## src/sv/ggc_pkg.sv

```systemverilog
package ggc_pkg;

    // Width of the node count register and of the node and class fields.
    localparam int CountW = 5;
    localparam int NodeW  = 4;
    localparam int ClassW = 4;
    localparam int KindW  = 2;

    // Hard limit set by the node field width.
    localparam int FieldNodeLimit = 16;

    // Reset value of the node count register.
    localparam logic [CountW-1:0] NodeCountReset = CountW'(16);

    typedef enum logic [KindW-1:0] {
        KIND_EDGE  = 2'd0,
        KIND_RUN   = 2'd1,
        KIND_CLEAR = 2'd2
    } kind_t;

    // Commands from the controller to the datapath.
    typedef struct packed {
        logic edge_write;
        logic clear_graph;
        logic run_start;
        logic scan_step;
        logic pass_end;
    } ggc_cmd_t;

    // Status from the datapath to the controller.
    typedef struct packed {
        logic out_free;
        logic scan_last;
        logic all_coloured;
        logic count_zero;
    } ggc_stat_t;

endpackage

```

## src/sv/ggc_ctrl.sv

```systemverilog
module ggc_ctrl
    import ggc_pkg::*;
(
    input  logic             clk,
    input  logic             rst_n,
    input  logic             s_tvalid,
    input  logic [KindW-1:0] s_kind,
    output logic             s_tready,
    input  ggc_stat_t        stat,
    output ggc_cmd_t         cmd
);

    typedef enum logic [1:0] {
        ST_IDLE,
        ST_SCAN,
        ST_END
    } state_t;

    state_t state_reg;
    state_t state_next;

    always_comb
    begin
        state_next = state_reg;
        cmd        = '0;
        s_tready   = 1'b0;
        unique case (state_reg)
            ST_IDLE:
            begin
                s_tready = 1'b1;
                if (s_tvalid)
                begin
                    unique case (s_kind)
                        KIND_EDGE:  cmd.edge_write  = 1'b1;
                        KIND_CLEAR: cmd.clear_graph = 1'b1;
                        KIND_RUN:
                        begin
                            if (!stat.count_zero)
                            begin
                                cmd.run_start = 1'b1;
                                state_next    = ST_SCAN;
                            end
                        end
                        default:
                        begin
                            state_next = ST_IDLE;
                        end
                    endcase
                end
            end
            ST_SCAN:
            begin
                // A step may admit a node, which pushes the held one out.
                if (stat.out_free)
                begin
                    cmd.scan_step = 1'b1;
                    if (stat.scan_last)
                        state_next = ST_END;
                end
            end
            ST_END:
            begin
                if (stat.out_free)
                begin
                    cmd.pass_end = 1'b1;
                    state_next   = stat.all_coloured ? ST_IDLE : ST_SCAN;
                end
            end
            default:
            begin
                state_next = ST_IDLE;
            end
        endcase
    end

    always_ff @(posedge clk or negedge rst_n)
    begin
        if (!rst_n)
            state_reg <= ST_IDLE;
        else
            state_reg <= state_next;
    end

endmodule

```

## src/sv/ggc_datapath.sv

```systemverilog
module ggc_datapath
    import ggc_pkg::*;
#(
    parameter int MAX_NODES = 16
)
(
    input  logic              clk,
    input  logic              rst_n,
    input  logic              cfg_wen,
    input  logic [CountW-1:0] cfg_wdata,
    input  logic [NodeW-1:0]  node_a,
    input  logic [NodeW-1:0]  node_b,
    input  ggc_cmd_t          cmd,
    output ggc_stat_t         stat,
    output logic              m_tvalid,
    input  logic              m_tready,
    output logic [7:0]        m_tdata,
    output logic [0:0]        m_tuser,
    output logic              m_tlast
);

    localparam int NodeLimit = (MAX_NODES < FieldNodeLimit) ? MAX_NODES : FieldNodeLimit;
    localparam int IdxW      = $clog2(NodeLimit);
    localparam logic [CountW-1:0] LimitCount = CountW'(NodeLimit);

    logic [CountW-1:0]    node_count_reg;
    logic [NodeLimit-1:0] adj_reg [NodeLimit];
    logic [NodeLimit-1:0] coloured_reg;
    logic [NodeLimit-1:0] class_mask_reg;
    logic [ClassW-1:0]    class_num_reg;
    logic [IdxW-1:0]      scan_idx_reg;

    logic                 pend_valid_reg;
    logic [NodeW-1:0]     pend_node_reg;

    logic                 out_valid_reg;
    logic [NodeW-1:0]     out_node_reg;
    logic [ClassW-1:0]    out_class_reg;
    logic                 out_lic_reg;
    logic                 out_last_reg;

    logic [CountW-1:0]    active_n;
    logic [NodeLimit-1:0] all_mask;
    logic                 all_coloured;
    logic                 edge_ok;
    logic                 admit;
    logic                 out_free;
    logic                 push_mid;
    logic                 push_end;

    assign active_n = (node_count_reg > LimitCount) ? LimitCount : node_count_reg;

    always_comb
    begin
        for (int i = 0; i < NodeLimit; i++)
            all_mask[i] = (CountW'(i) < active_n);
    end

    assign all_coloured = ((coloured_reg & all_mask) == all_mask);
    assign edge_ok      = (CountW'(node_a) < active_n) && (CountW'(node_b) < active_n);
    assign admit        = !coloured_reg[scan_idx_reg]
                          && ((adj_reg[scan_idx_reg] & class_mask_reg) == '0);
    assign out_free     = !out_valid_reg || m_tready;
    assign push_mid     = cmd.scan_step && admit && pend_valid_reg;
    assign push_end     = cmd.pass_end;

    assign stat.out_free     = out_free;
    assign stat.scan_last    = (CountW'(scan_idx_reg) == (active_n - CountW'(1)));
    assign stat.all_coloured = all_coloured;
    assign stat.count_zero   = (active_n == '0);

    always_ff @(posedge clk or negedge rst_n)
    begin
        if (!rst_n)
            node_count_reg <= NodeCountReset;
        else if (cfg_wen)
            node_count_reg <= cfg_wdata;
    end

    always_ff @(posedge clk or negedge rst_n)
    begin
        if (!rst_n)
        begin
            for (int r = 0; r < NodeLimit; r++)
                adj_reg[r] <= '0;
        end
        else if (cmd.clear_graph)
        begin
            for (int r = 0; r < NodeLimit; r++)
                adj_reg[r] <= '0;
        end
        else if (cmd.edge_write && edge_ok)
        begin
            adj_reg[node_a[IdxW-1:0]][node_b[IdxW-1:0]] <= 1'b1;
            adj_reg[node_b[IdxW-1:0]][node_a[IdxW-1:0]] <= 1'b1;
        end
    end

    always_ff @(posedge clk or negedge rst_n)
    begin
        if (!rst_n)
        begin
            coloured_reg   <= '0;
            class_mask_reg <= '0;
            class_num_reg  <= '0;
            scan_idx_reg   <= '0;
            pend_valid_reg <= 1'b0;
        end
        else if (cmd.run_start)
        begin
            coloured_reg   <= '0;
            class_mask_reg <= '0;
            class_num_reg  <= '0;
            scan_idx_reg   <= '0;
            pend_valid_reg <= 1'b0;
        end
        else if (cmd.scan_step)
        begin
            if (admit)
            begin
                coloured_reg[scan_idx_reg]   <= 1'b1;
                class_mask_reg[scan_idx_reg] <= 1'b1;
                pend_valid_reg               <= 1'b1;
            end
            scan_idx_reg <= scan_idx_reg + IdxW'(1);
        end
        else if (cmd.pass_end)
        begin
            pend_valid_reg <= 1'b0;
            scan_idx_reg   <= '0;
            if (!all_coloured)
            begin
                class_mask_reg <= '0;
                class_num_reg  <= class_num_reg + ClassW'(1);
            end
        end
    end

    // The node admitted last is held back until it is known whether it closes its class.
    always_ff @(posedge clk)
    begin
        if (cmd.scan_step && admit)
            pend_node_reg <= NodeW'(scan_idx_reg);
    end

    always_ff @(posedge clk or negedge rst_n)
    begin
        if (!rst_n)
            out_valid_reg <= 1'b0;
        else if (push_mid || push_end)
            out_valid_reg <= 1'b1;
        else if (m_tready)
            out_valid_reg <= 1'b0;
    end

    always_ff @(posedge clk)
    begin
        if (push_mid || push_end)
        begin
            out_node_reg  <= pend_node_reg;
            out_class_reg <= class_num_reg;
            out_lic_reg   <= push_end;
            out_last_reg  <= push_end && all_coloured;
        end
    end

    assign m_tvalid   = out_valid_reg;
    assign m_tdata    = {out_class_reg, out_node_reg};
    assign m_tuser[0] = out_lic_reg;
    assign m_tlast    = out_last_reg;

endmodule

```

## src/sv/greedy_graph_colouring_core.sv

```systemverilog
// Greedy graph coloring over a conflict graph held as an adjacency matrix.
// Input words arrive on the s_ channel: tuser carries the kind (add edge,
// run coloring, clear graph) and tdata the edge endpoints node_a and
// node_b. An edge or a clear word is absorbed once it is accepted. A run
// word starts repeated greedy passes over the active nodes, if any; every
// admitted node leaves on the m_ channel as one word with its class number,
// tuser set on the last node of a class and tlast on the final word of the run.
// A pass scans every active node once, one node per cycle while the
// output register can take a word; a node's word appears on m_ right
// after the next node of its class is admitted or its pass closes.
// The block takes a new input word only while no run is active. When
// the receiver stalls, the scan waits whenever the output register
// holds a word that has not been taken; nothing is dropped.
// Reset clears the graph, the coloring state and the output register, and
// sets the node count to 16. The user must write the node count register
// through cfg_wen / cfg_wdata only while the block is idle; the block
// itself does not enforce it.
module greedy_graph_colouring_core
    import ggc_pkg::*;
#(
    parameter int MAX_NODES = 16
)
(
    input  logic       clk,
    input  logic       rst_n,
    input  logic       cfg_wen,
    input  logic [4:0] cfg_wdata,   // node_count
    input  logic       s_tvalid,
    output logic       s_tready,
    input  logic [7:0] s_tdata,     // node_a [3:0], node_b [7:4]
    input  logic [1:0] s_tuser,     // kind [1:0]
    output logic       m_tvalid,
    input  logic       m_tready,
    output logic [7:0] m_tdata,     // node [3:0], colour_class [7:4]
    output logic [0:0] m_tuser,     // last_in_class [0]
    output logic       m_tlast
);

    ggc_cmd_t  cmd;
    ggc_stat_t stat;

    // The controller sequences the passes; the datapath holds the graph.
    ggc_ctrl u_ctrl (
        .clk      (clk),
        .rst_n    (rst_n),
        .s_tvalid (s_tvalid),
        .s_kind   (s_tuser),
        .s_tready (s_tready),
        .stat     (stat),
        .cmd      (cmd)
    );

    ggc_datapath #(
        .MAX_NODES (MAX_NODES)
    ) u_datapath (
        .clk       (clk),
        .rst_n     (rst_n),
        .cfg_wen   (cfg_wen),
        .cfg_wdata (cfg_wdata),
        .node_a    (s_tdata[3:0]),
        .node_b    (s_tdata[7:4]),
        .cmd       (cmd),
        .stat      (stat),
        .m_tvalid  (m_tvalid),
        .m_tready  (m_tready),
        .m_tdata   (m_tdata),
        .m_tuser   (m_tuser),
        .m_tlast   (m_tlast)
    );

endmodule
```

## config.mk

```make
export PLATFORM = sky130hd
export DESIGN_NAME = greedy_graph_colouring_core
export DESIGN_NICKNAME = d
export VERILOG_FILES = /design/src/sv/ggc_pkg.sv /design/src/sv/ggc_ctrl.sv /design/src/sv/ggc_datapath.sv /design/src/sv/greedy_graph_colouring_core.sv
export SDC_FILE = /design/constraint.sdc
export NUM_CORES = 1
export LEC_CHECK = 0
export ABC_CLOCK_PERIOD_IN_PS = 5400
export BUFFER_PORTS_ARGS = -buffer_cell sky130_fd_sc_hd__buf_2
export CAP_MARGIN = 20
export CORE_UTILIZATION = 55
export DETAILED_ROUTE_END_ITERATION = 6
export PLACE_DENSITY = 0.74
export SLEW_MARGIN = 30
export SYNTH_ARGS = -nofsm -noshare
export SYNTH_HDL_FRONTEND = slang
export SYNTH_SLANG_ARGS = --single-unit
```

## constraint.sdc

```tcl
create_clock -name clk -period 5.4 [get_ports clk]
set_clock_uncertainty 0.05 [all_clocks]
set_input_delay 0.27 -clock clk [delete_from_list [all_inputs] [get_ports clk]]
set_output_delay 0.27 -clock clk [all_outputs]
set_load 0.01 [all_outputs]
```

==> impl_metrics.json, run 1 <==
{
  "cts-root-buf": "clkbuf_16",
  "largest_reg_flops": 256,
  "cts_tree": "yes",
  "yosysWarnings": 0,
  "holdCritStartpoint": "cfg_wen",
  "p_per_area_mw_per_mm2": 405,
  "crit_path_max_incr_delay_ps": 790,
  "chipHeight_um": 170,
  "vias_per_cell": 6.74,
  "cts_buffers": 35,
  "rows": 61,
  "pin_count": 32,
  "die_w_um": 170,
  "synth_cell_types": 72,
  "relSlewSlack": 0.318,
  "wire_per_inst_um": 24.5,
  "syn_to_final_growth_pct": 9.43,
  "synthArstFlopShare": 0.956,
  "io_buffers": 31,
  "post-route-period-util": 0.742,
  "synth-seq-cells": 319,
  "worstPathMaxFanout": 24,
  "fin_tns_setup_ps": 0,
  "synth_top_area_frac": 0.488,
  "synth_area_per_cell_um2": 10.3,
  "die_area_mm2": 0.0290,
  "clk_pin_slew_worst_paths_ps": 60,
  "worst_slew_pin_slew_ps": 1020,
  "p_total_uw": 6900,
  "synth-edff-count": 14,
  "detail-route-antenna-nets": 0,
  "r2r_setup_slack_ps": 1390,
  "critPathTopFamily": "compound AO/OA/AOI/OAI gates",
  "grt_max_degree": 137,
  "grt_remaining_overflow": 0,
  "nets": 1521,
  "ys_seq_area_frac": 0.517,
  "drt_wl_total_um": 46300,
  "cts_resized": 0,
  "synthCells": 1517,
  "rsz0062_at_grt": "false",
  "start_util": 0.561,
  "grt_pass1_vias": 12369,
  "post-route-min-period_ps": 4010,
  "mappedNetlistArea_mm2": 0.0156,
  "core_mm2": 0.0278,
  "clock_path_buffers": 3,
  "drc_errors": 0,
  "synth_most_common_cell": "dfrtp_1",
  "ys.flop_type": "dfrtp_1",
  "status": "finished clean",
  "synth_area_leaders": "dfrtp_1, a21oi_1, nor2_1",
  "maxCapViolations": 0,
  "rr_startpoint": "u_datapath.scan_idx_reg[2]",
  "endpoint_kind": "flip-flop",
  "cp-startpoint": "u_datapath.scan_idx_reg[2]",
  "dp_hpwl_um": 29200,
  "startpoint_type": "flip-flop",
  "clk_latency_ps": 520,
  "slowest_stage": "dfrtp_1",
  "finalSetupViolCount": 0,
  "n_antenna_cell": 0,
  "hp-class": "in -> reg",
  "final-hold-violation-count": 0,
  "gp_congestion": 0.919,
  "cts_setup_buffers": 0,
  "htreeDepth": 2,
  "grt_usage": 0.330,
  "holdBufCountCts": 7,
  "slew_violations": 0,
  "cp.arrival_ps": 4140,
  "p_leak_uw": 0.00777,
  "dr_total_vias": 12741,
  "final_layout_size_suffix_gt1_frac": 0.125,
  "grt_pass1_wl_um": 72900,
  "cts_sinks": 319,
  "drt-initial-drc-count": 1648,
  "cp_common_cell": "buf_4",
  "crit_buf_inv": 2,
  "drtPass1Iterations": 6,
  "fmax_ghz": 0.250,
  "cp_cell_sequence": "buf_4, mux4_4, mux2i_1, o32ai_1, a211oi_2, nand4_1, nor4_4, buf_4, a21o_1",
  "peakVddDrop_v": 0.000259,
  "antenna_found_initial": 0,
  "synthTopCellsByCount": "dfrtp_1, nor2_1, a21oi_1, o22ai_1, clkbuf_1",
  "synth.net_count": 1551,
  "required_ps": 5530,
  "path_class": "reg -> reg",
  "synth_top_cell_by_area": "dfrtp_1"
}
## power by group
group          total [µW]  internal, µW  switching, µW
sequential           2910          2590            318
clock                2450          1480            976
combinational        1540           600            936
## placed cells by master, fill, tap and decap left out, drive strengths merged, types with 8 or more instances in the layout
master / synthesis / routed
dfrtp: 304 / 304
nor2: 294 / 294
a21oi: 262 / 262
o22ai: 125 / 125
nand2: 59 / 59
buf: 45 / 54
mux4: 49 / 49
clkbuf: 82 / 47
mux2i: 30 / 30
nand3: 26 / 26
a32o: 22 / 22
nor2b: 20 / 20
inv: 14 / 15
ha: 14 / 14
edfxtp: 14 / 14
a22o: 12 / 12
and3: 12 / 12
mux2: 12 / 12
a22oi: 11 / 11
o21ai: 11 / 11
clkinv: 0 / 10
nand2b: 8 / 8
a221oi: 8 / 8
## layout make-up
cell class / instances / area (µm²)
clock buffer: 47 / 982
clock inverter: 16 / 198
fill: 2282 / 10700
inverter: 14 / 52.6
multi-input combinational: 1056 / 6760
sequential: 319 / 8060
tap: 378 / 473
timing repair buffer: 61 / 514
## worst register-to-register path, cell delays in order, from the launching register on
cell	delay, ps
dfrtp_1	790
buf_4	490
mux4_4	510
mux2i_1	160
o32ai_1	130
a211oi_2	310
nand4_1	210
nor4_4	370
buf_4	290
a21o_1	370
## metrics by stage
step	cell area [µm²]	utilization	instances	hold slack, ps	worst slack [ps]
3_3_place_gp	15700	0.566	1818	303	1360
5_1_grt	17000	0.613	1891	24.8	1230
4_1_cts	17000	0.612	1890	5.58	1440
3_5_place_dp	15800	0.567	1820	312	1450
6_report	17000	0.613	1891	13.0	1390
2_1_floorplan	15600	-	1517	-75.6	2220
## cell families after synthesis
kind of cell | count (synthesis) | share of synthesized area
compound gates | 499 | 0.196
xor+xnor | 8 | 0.00450
fa+ha+maj | 14 | 0.0112
buf+inv | 142 | 0.0495
flops | 319 | 0.517
mux | 91 | 0.101
simple gates | 444 | 0.121
## routing by layer
layer / global-route usage / routed length [µm]
met5: 0 / 0
met2: 0.501 / 20700
met3: 0.0647 / 4630
met4: 0.129 / 1790
met1: 0.469 / 19200
## final timing paths
path / cells past startpoint / endpoint
max reg2reg: 9 / u_datapath.out_class_reg[0]
max in group asynchronous: 3 / u_datapath.scan_idx_reg[1]
min reg2reg: 0 / u_datapath.out_node_reg[1]
min in group asynchronous: 2 / u_datapath.adj_reg[129]
max: 9 / u_datapath.out_class_reg[0]
min: 2 / u_datapath.node_count_reg[2]
No activity file was read; power rests on OpenSTA's default activity.
==> run 2: changes to the inputs <==
--- a/config.mk
+++ b/config.mk
@@ -5,7 +5,7 @@
 export SDC_FILE = /design/constraint.sdc
 export NUM_CORES = 1
 export LEC_CHECK = 0
-export ABC_CLOCK_PERIOD_IN_PS = 5400
+export ABC_CLOCK_PERIOD_IN_PS = 4100
 export BUFFER_PORTS_ARGS = -buffer_cell sky130_fd_sc_hd__buf_2
 export CAP_MARGIN = 20
 export CORE_UTILIZATION = 55
==> constraint.sdc (replaced) <==
create_clock -name clk -period 4.1 [get_ports clk]
set_clock_uncertainty 0.05 [all_clocks]
set_input_delay 0.205 -clock clk [delete_from_list [all_inputs] [get_ports clk]]
set_output_delay 0.205 -clock clk [all_outputs]
set_load 0.01 [all_outputs]
==> run 2 against run 1 <==
  * Worst setup slack got worse by 910 ps
  * Critical path type unchanged
  * Hold slack improved by 56 ps
  * Cell count grew 0.90%
  * The flow now finishes with violations (design-rule violations)
  * Wire length is 2.0% higher
  * Via count rose by 1.6%
  * Largest power group unchanged
  * Non-clock buffer count up 17
  * Die area unchanged
  * First-iteration DRC count rose by 6.1%
  * Core utilization is 0.50 points higher
==> impl_metrics.json, run 2 (synthesis results as in run 1) <==
{
  "finalSetupViolCount": 0,
  "grt_usage": 0.334,
  "pin_count": 32,
  "grt_max_degree": 105,
  "cp.arrival_ps": 3730,
  "crit_path_max_incr_delay_ps": 730,
  "rows": 61,
  "vias_per_cell": 6.79,
  "r2r_setup_slack_ps": 490,
  "final-hold-violation-count": 0,
  "dp_hpwl_um": 30200,
  "grt_pass1_wl_um": 73500,
  "core_mm2": 0.0278,
  "drtPass1Iterations": 7,
  "fin_area_mm2": 0.0172,
  "cp_cell_sequence": "buf_4, mux4_2, o2111ai_1, o2111a_1, nand4_1, nor4_4, buf_4",
  "htreeDepth": 2,
  "crit_buf_inv": 2,
  "clk_latency_ps": 520,
  "drc_errors": 17,
  "cp_common_cell": "buf_4",
  "slowest_stage": "dfrtp_4",
  "fin_tns_setup_ps": 0,
  "drt-initial-drc-count": 1748,
  "hp-class": "in -> reg",
  "required_ps": 4220,
  "dr_total_vias": 12949,
  "final_layout_size_suffix_gt1_frac": 0.128,
  "path_class": "reg -> reg",
  "post-route-min-period_ps": 3610,
  "syn_to_final_growth_pct": 10.3,
  "violations": "design-rule violations",
  "io_buffers": 31,
  "critPathTopFamily": "flip-flops",
  "worstPathMaxFanout": 38,
  "post_dp_cell_area_mm2": 0.0159,
  "chipHeight_um": 170,
  "worst_slew_pin_slew_ps": 1040,
  "route.layer.met1.wl_um": 19000,
  "wire_per_inst_um": 24.8,
  "dr.max_layer_used": "met4",
  "mostFrequentLayoutCells": "dfrtp_1, nor2_1, a21oi_1",
  "rr_endpoint": "u_datapath.pend_node_reg[1]",
  "startpoint_type": "flip-flop",
  "peakVddDrop_v": 0.000263,
  "grt_pass1_vias": 12440,
  "detail-route-antenna-nets": 0,
  "grt_remaining_overflow": 0,
  "rr_startpoint": "u_datapath.scan_idx_reg[1]",
  "clk_pin_slew_worst_paths_ps": 60,
  "post-route-period-util": 0.881,
  "crit_end": "u_datapath.pend_node_reg[1]",
  "clock_path_buffers": 3,
  "p_leak_uw": 0.00783,
  "start_util": 0.561,
  "die_w_um": 170,
  "die_area_mm2": 0.0290,
  "fillCellCount": 2282,
  "largest_reg_flops": 256,
  "reg2reg_depth": 7,
  "rsz0062_at_grt": "false",
  "status": "finished, violations left",
  "wl_met2_um": 20900,
  "layout_commonest_cell": "dfrtp_1",
  "cts_sinks": 319,
  "relSlewSlack": 0.303,
  "cts_buffers": 34,
  "cp.depth": 7,
  "endpoint_kind": "flip-flop",
  "cts_resized": 0,
  "antenna_found_initial": 1,
  "drt_wl_total_um": 47200,
  "cts-root-buf": "clkbuf_16",
  "cp-startpoint": "u_datapath.scan_idx_reg[1]",
  "maxCapViolations": 0,
  "slew_violations": 0,
  "route.met3.wl_um": 5250,
  "nets": 1537,
  "fmax_ghz": 0.277,
  "cts_tree": "yes",
  "p_per_area_mw_per_mm2": 531,
  "gp_congestion": 0.972
}
[run 2: cell types whose count changed in the layout (fill, tap and decap cells not counted), sizes merged]
cell	previous run	this run
buf	54	64
bufinv	4	2
clkbuf	47	55
clkinv	10	3
diode	0	1
dlygate4sd3	7	14
[run 2: per-layer routing]
layer | up-vias | track usage
li1 | 5527 | -
met1 | 6413 | 0.473
met2 | 846 | 0.501
met3 | 163 | 0.0693
met4 | 0 | 0.137
met5 | - | 0
[run 2: area by class of cell]
| cell class | count | area (µm²) | area share |
|---|---|---|---|
| multi-input combinational | 1056 | 6760 | 0.394 |
| clock buffer | 55 | 1060 | 0.0620 |
| sequential | 319 | 8060 | 0.469 |
| antenna | 1 | 2.50 | 0.000146 |
| inverter | 14 | 52.6 | 0.00306 |
| tap | 378 | 473 | 0.0275 |
| timing repair buffer | 78 | 678 | 0.0395 |
| clock inverter | 7 | 88.8 | 0.00517 |
[run 2: tightest hold or removal path, cell delays in order]
cell     delay (ps)
buf_2            90
nor2b_1          70
nor2_1          140
o21ai_0          80
[run 2: where the power goes]
part	switching (µW)	leakage, µW	internal, µW
logic	1320	0.00292	845
clock network	1260	0.000563	1910
registers	379	0.00435	3420
total	2960	0.00783	6170
[run 2: worst min-delay path by stage]
stage / from / end / cells after the start
finish: m_tready / u_ctrl.state_reg[0] / 4
global route: m_tready / u_ctrl.state_reg[1] / 3
CTS: m_tready / u_ctrl.state_reg[0] / 4
detailed placement: rst_n / u_datapath.adj_reg[231] / 1
global placement: rst_n / u_datapath.adj_reg[231] / 1
floorplan: rst_n / u_ctrl.state_reg[0] / 0
[run 2: repair_timing]
item | in CTS | in global routing
buffers inserted | 0 | 0
hold buffers | 14 | 0
endpoints found under the hold margin | 104 | 0
[run 2: through the flow]
stage | total power [µW] | utilization | setup WS, ps | hold WS [ps] | std cells
3_5_place_dp | 5940 | 0.572 | 545 | 243 | 1831
2_1_floorplan | 5300 | - | 915 | -141 | 1517
3_3_place_gp | 5910 | 0.572 | 528 | 245 | 1831
5_1_grt | 9410 | 0.618 | 373 | 94.5 | 1907
4_1_cts | 9090 | 0.618 | 534 | 68.5 | 1907
6_report | 9130 | 0.618 | 487 | 69.1 | 1908
==> run 3: changes to the inputs <==
--- a/config.mk
+++ b/config.mk
@@ -6,11 +6,11 @@
 export NUM_CORES = 1
 export LEC_CHECK = 0
 export ABC_CLOCK_PERIOD_IN_PS = 4100
-export BUFFER_PORTS_ARGS = -buffer_cell sky130_fd_sc_hd__buf_2
 export CAP_MARGIN = 20
 export CORE_UTILIZATION = 55
 export DETAILED_ROUTE_END_ITERATION = 6
-export PLACE_DENSITY = 0.74
+export DONT_BUFFER_PORTS = 1
+export PLACE_DENSITY = 0.8
 export SLEW_MARGIN = 30
 export SYNTH_ARGS = -nofsm -noshare
 export SYNTH_HDL_FRONTEND = slang
==> run 3 against run 2 <==
  * The run ends with design-rule violations, negative hold slack left
  * Fmax shrank 1.8%
  * Power shrank 2.0%
  * Count of clock-buffer cells in the layout shrank 10
  * Worst setup slack lost 66 ps
  * Core utilization shrank 1.2 points
  * Via count shrank 0.10%
  * Clock power shrank 1%
  * Critical endpoint unchanged
  * Largest power group unchanged
==> impl_metrics.json, run 3 (synthesis results as in run 1) <==
{
  "status": "finished, violations left",
  "violations": "design-rule violations, negative hold slack",
  "layout_commonest_cell": "dfrtp_1",
  "pin_count": 32,
  "cts_sinks": 319,
  "cp-startpoint": "u_datapath.scan_idx_reg[1]",
  "layout_setup_ws_ps": 420,
  "required_ps": 4220,
  "finalSetupViolCount": 0,
  "largest_reg_flops": 256,
  "grt_pass1_wl_um": 70500,
  "vias_per_cell": 6.94,
  "worstPathMaxFanout": 46,
  "post-route-min-period_ps": 3680,
  "p_per_area_mw_per_mm2": 531,
  "rr_endpoint": "u_datapath.pend_node_reg[1]",
  "final-hold-violation-count": 305,
  "path_class": "reg -> reg",
  "n_antenna_cell": 0,
  "cts_setup_buffers": 0,
  "final_cells": 1863,
  "route.met3.wl_um": 4980,
  "gp_congestion": 0.955,
  "relSlewSlack": 0.306,
  "drc_errors": 11,
  "route.layer.met1.wl_um": 17900,
  "clk_pin_slew_worst_paths_ps": 60,
  "drt-initial-drc-count": 1839,
  "grt_remaining_overflow": 0,
  "antenna_found_initial": 0,
  "final_layout_size_suffix_gt1_frac": 0.110,
  "dp_hpwl_um": 28600,
  "rsz0062_at_grt": "false",
  "die_area_mm2": 0.0290,
  "die_w_um": 170,
  "rows": 61,
  "cts_resized": 0,
  "dr.max_layer_used": "met4",
  "grt_max_degree": 306,
  "nets": 1493,
  "detail-route-antenna-nets": 0,
  "p_leak_uw": 0.00765,
  "start_util": 0.561,
  "finish.utilization": 0.607,
  "drtPass1Iterations": 7,
  "syn_to_final_growth_pct": 8.23,
  "maxCapViolations": 0,
  "mostFrequentLayoutCells": "dfrtp_1, nor2_1, a21oi_1",
  "fmax_ghz": 0.272,
  "rr_startpoint": "u_datapath.scan_idx_reg[1]",
  "hp-class": "in -> async",
  "crit_end": "u_datapath.pend_node_reg[1]",
  "grt_pass1_vias": 12310,
  "htreeDepth": 2,
  "chipHeight_um": 170,
  "dp.cells": 1793,
  "cp.arrival_ps": 3800,
  "startpoint_type": "flip-flop",
  "wl_met2_um": 20300,
  "cts-root-buf": "clkbuf_16",
  "grt_usage": 0.317,
  "worst_slew_pin_slew_ps": 1040,
  "endpoint_kind": "flip-flop",
  "cts_buffers": 34,
  "core_mm2": 0.0278,
  "io_buffers": 0,
  "reg2reg_depth": 8,
  "wire_per_inst_um": 24.3,
  "holdBufCountCts": 8,
  "dr_total_vias": 12936,
  "cts_tree": "yes",
  "whs_ps": -660,
  "fin_tns_setup_ps": 0,
  "place_ws_ps": 461,
  "r2r_setup_slack_ps": 420,
  "drt_wl_total_um": 45300,
  "peakVddDrop_v": 0.000309,
  "post-route-period-util": 0.897,
  "clk_latency_ps": 520,
  "slew_violations": 0,
  "clock_path_buffers": 3
}
==> run 3: changes by cell type in the layout (fill, tap and decap cells not counted), sizes merged <==
cell / before / now
buf: 64 / 26
clkbuf: 55 / 45
clkinv: 3 / 13
diode: 1 / 0
dlygate4sd3: 14 / 8
==> run 3: how the worst min path moves through the flow <==
stage | from | end | slack (ps) | cells past startpoint
global placement | rst_n | u_datapath.adj_reg[231] | -130 | 0
floorplan | rst_n | u_ctrl.state_reg[0] | -140 | 0
CTS | rst_n | u_datapath.adj_reg[226] | -670 | 0
detailed placement | rst_n | u_datapath.adj_reg[231] | -130 | 0
global route | rst_n | u_datapath.node_count_reg[0] | -680 | 0
finish | rst_n | u_datapath.adj_reg[129] | -660 | 0
==> run 3: stage by stage <==
step | area, µm² | total power [µW]
6_report | 16900 | 8950
2_1_floorplan | 15600 | 5300
3_5_place_dp | 15600 | 5800
5_1_grt | 16900 | 9220
3_3_place_gp | 15600 | 5760
4_1_cts | 16900 | 8910
==> run 3: routing by layer <==
metal | vias up | GRT usage
met5 | - | 0
met4 | 0 | 0.152
met3 | 182 | 0.0781
met2 | 871 | 0.484
met1 | 6431 | 0.427
li1 | 5452 | -
==> run 3: critical path, cell delays in order, from the launching register on <==
cell and delay [ps]:
dfrtp_4 860, buf_12 340, mux2_2 380, a22oi_1 180, o2bb2ai_1 90, or4_1 530, a2bb2oi_1 170, nor4_4 240
buf_4 420
==> run 3: power breakdown <==
group / switching, µW / internal [µW]
sequential: 382 / 3420
clock: 1270 / 1860
combinational: 1230 / 787
total: 2880 / 6070
==> run 3: layout make-up <==
class | count | area (µm²)
Fill cell | 2247 | 10900
Sequential cell | 319 | 8060
Multi-Input combinational cell | 1056 | 6760
Clock buffer | 45 | 1010
Tap cell | 378 | 473
Timing Repair Buffer | 34 | 363
Clock inverter | 17 | 140
Inverter | 14 | 52.6
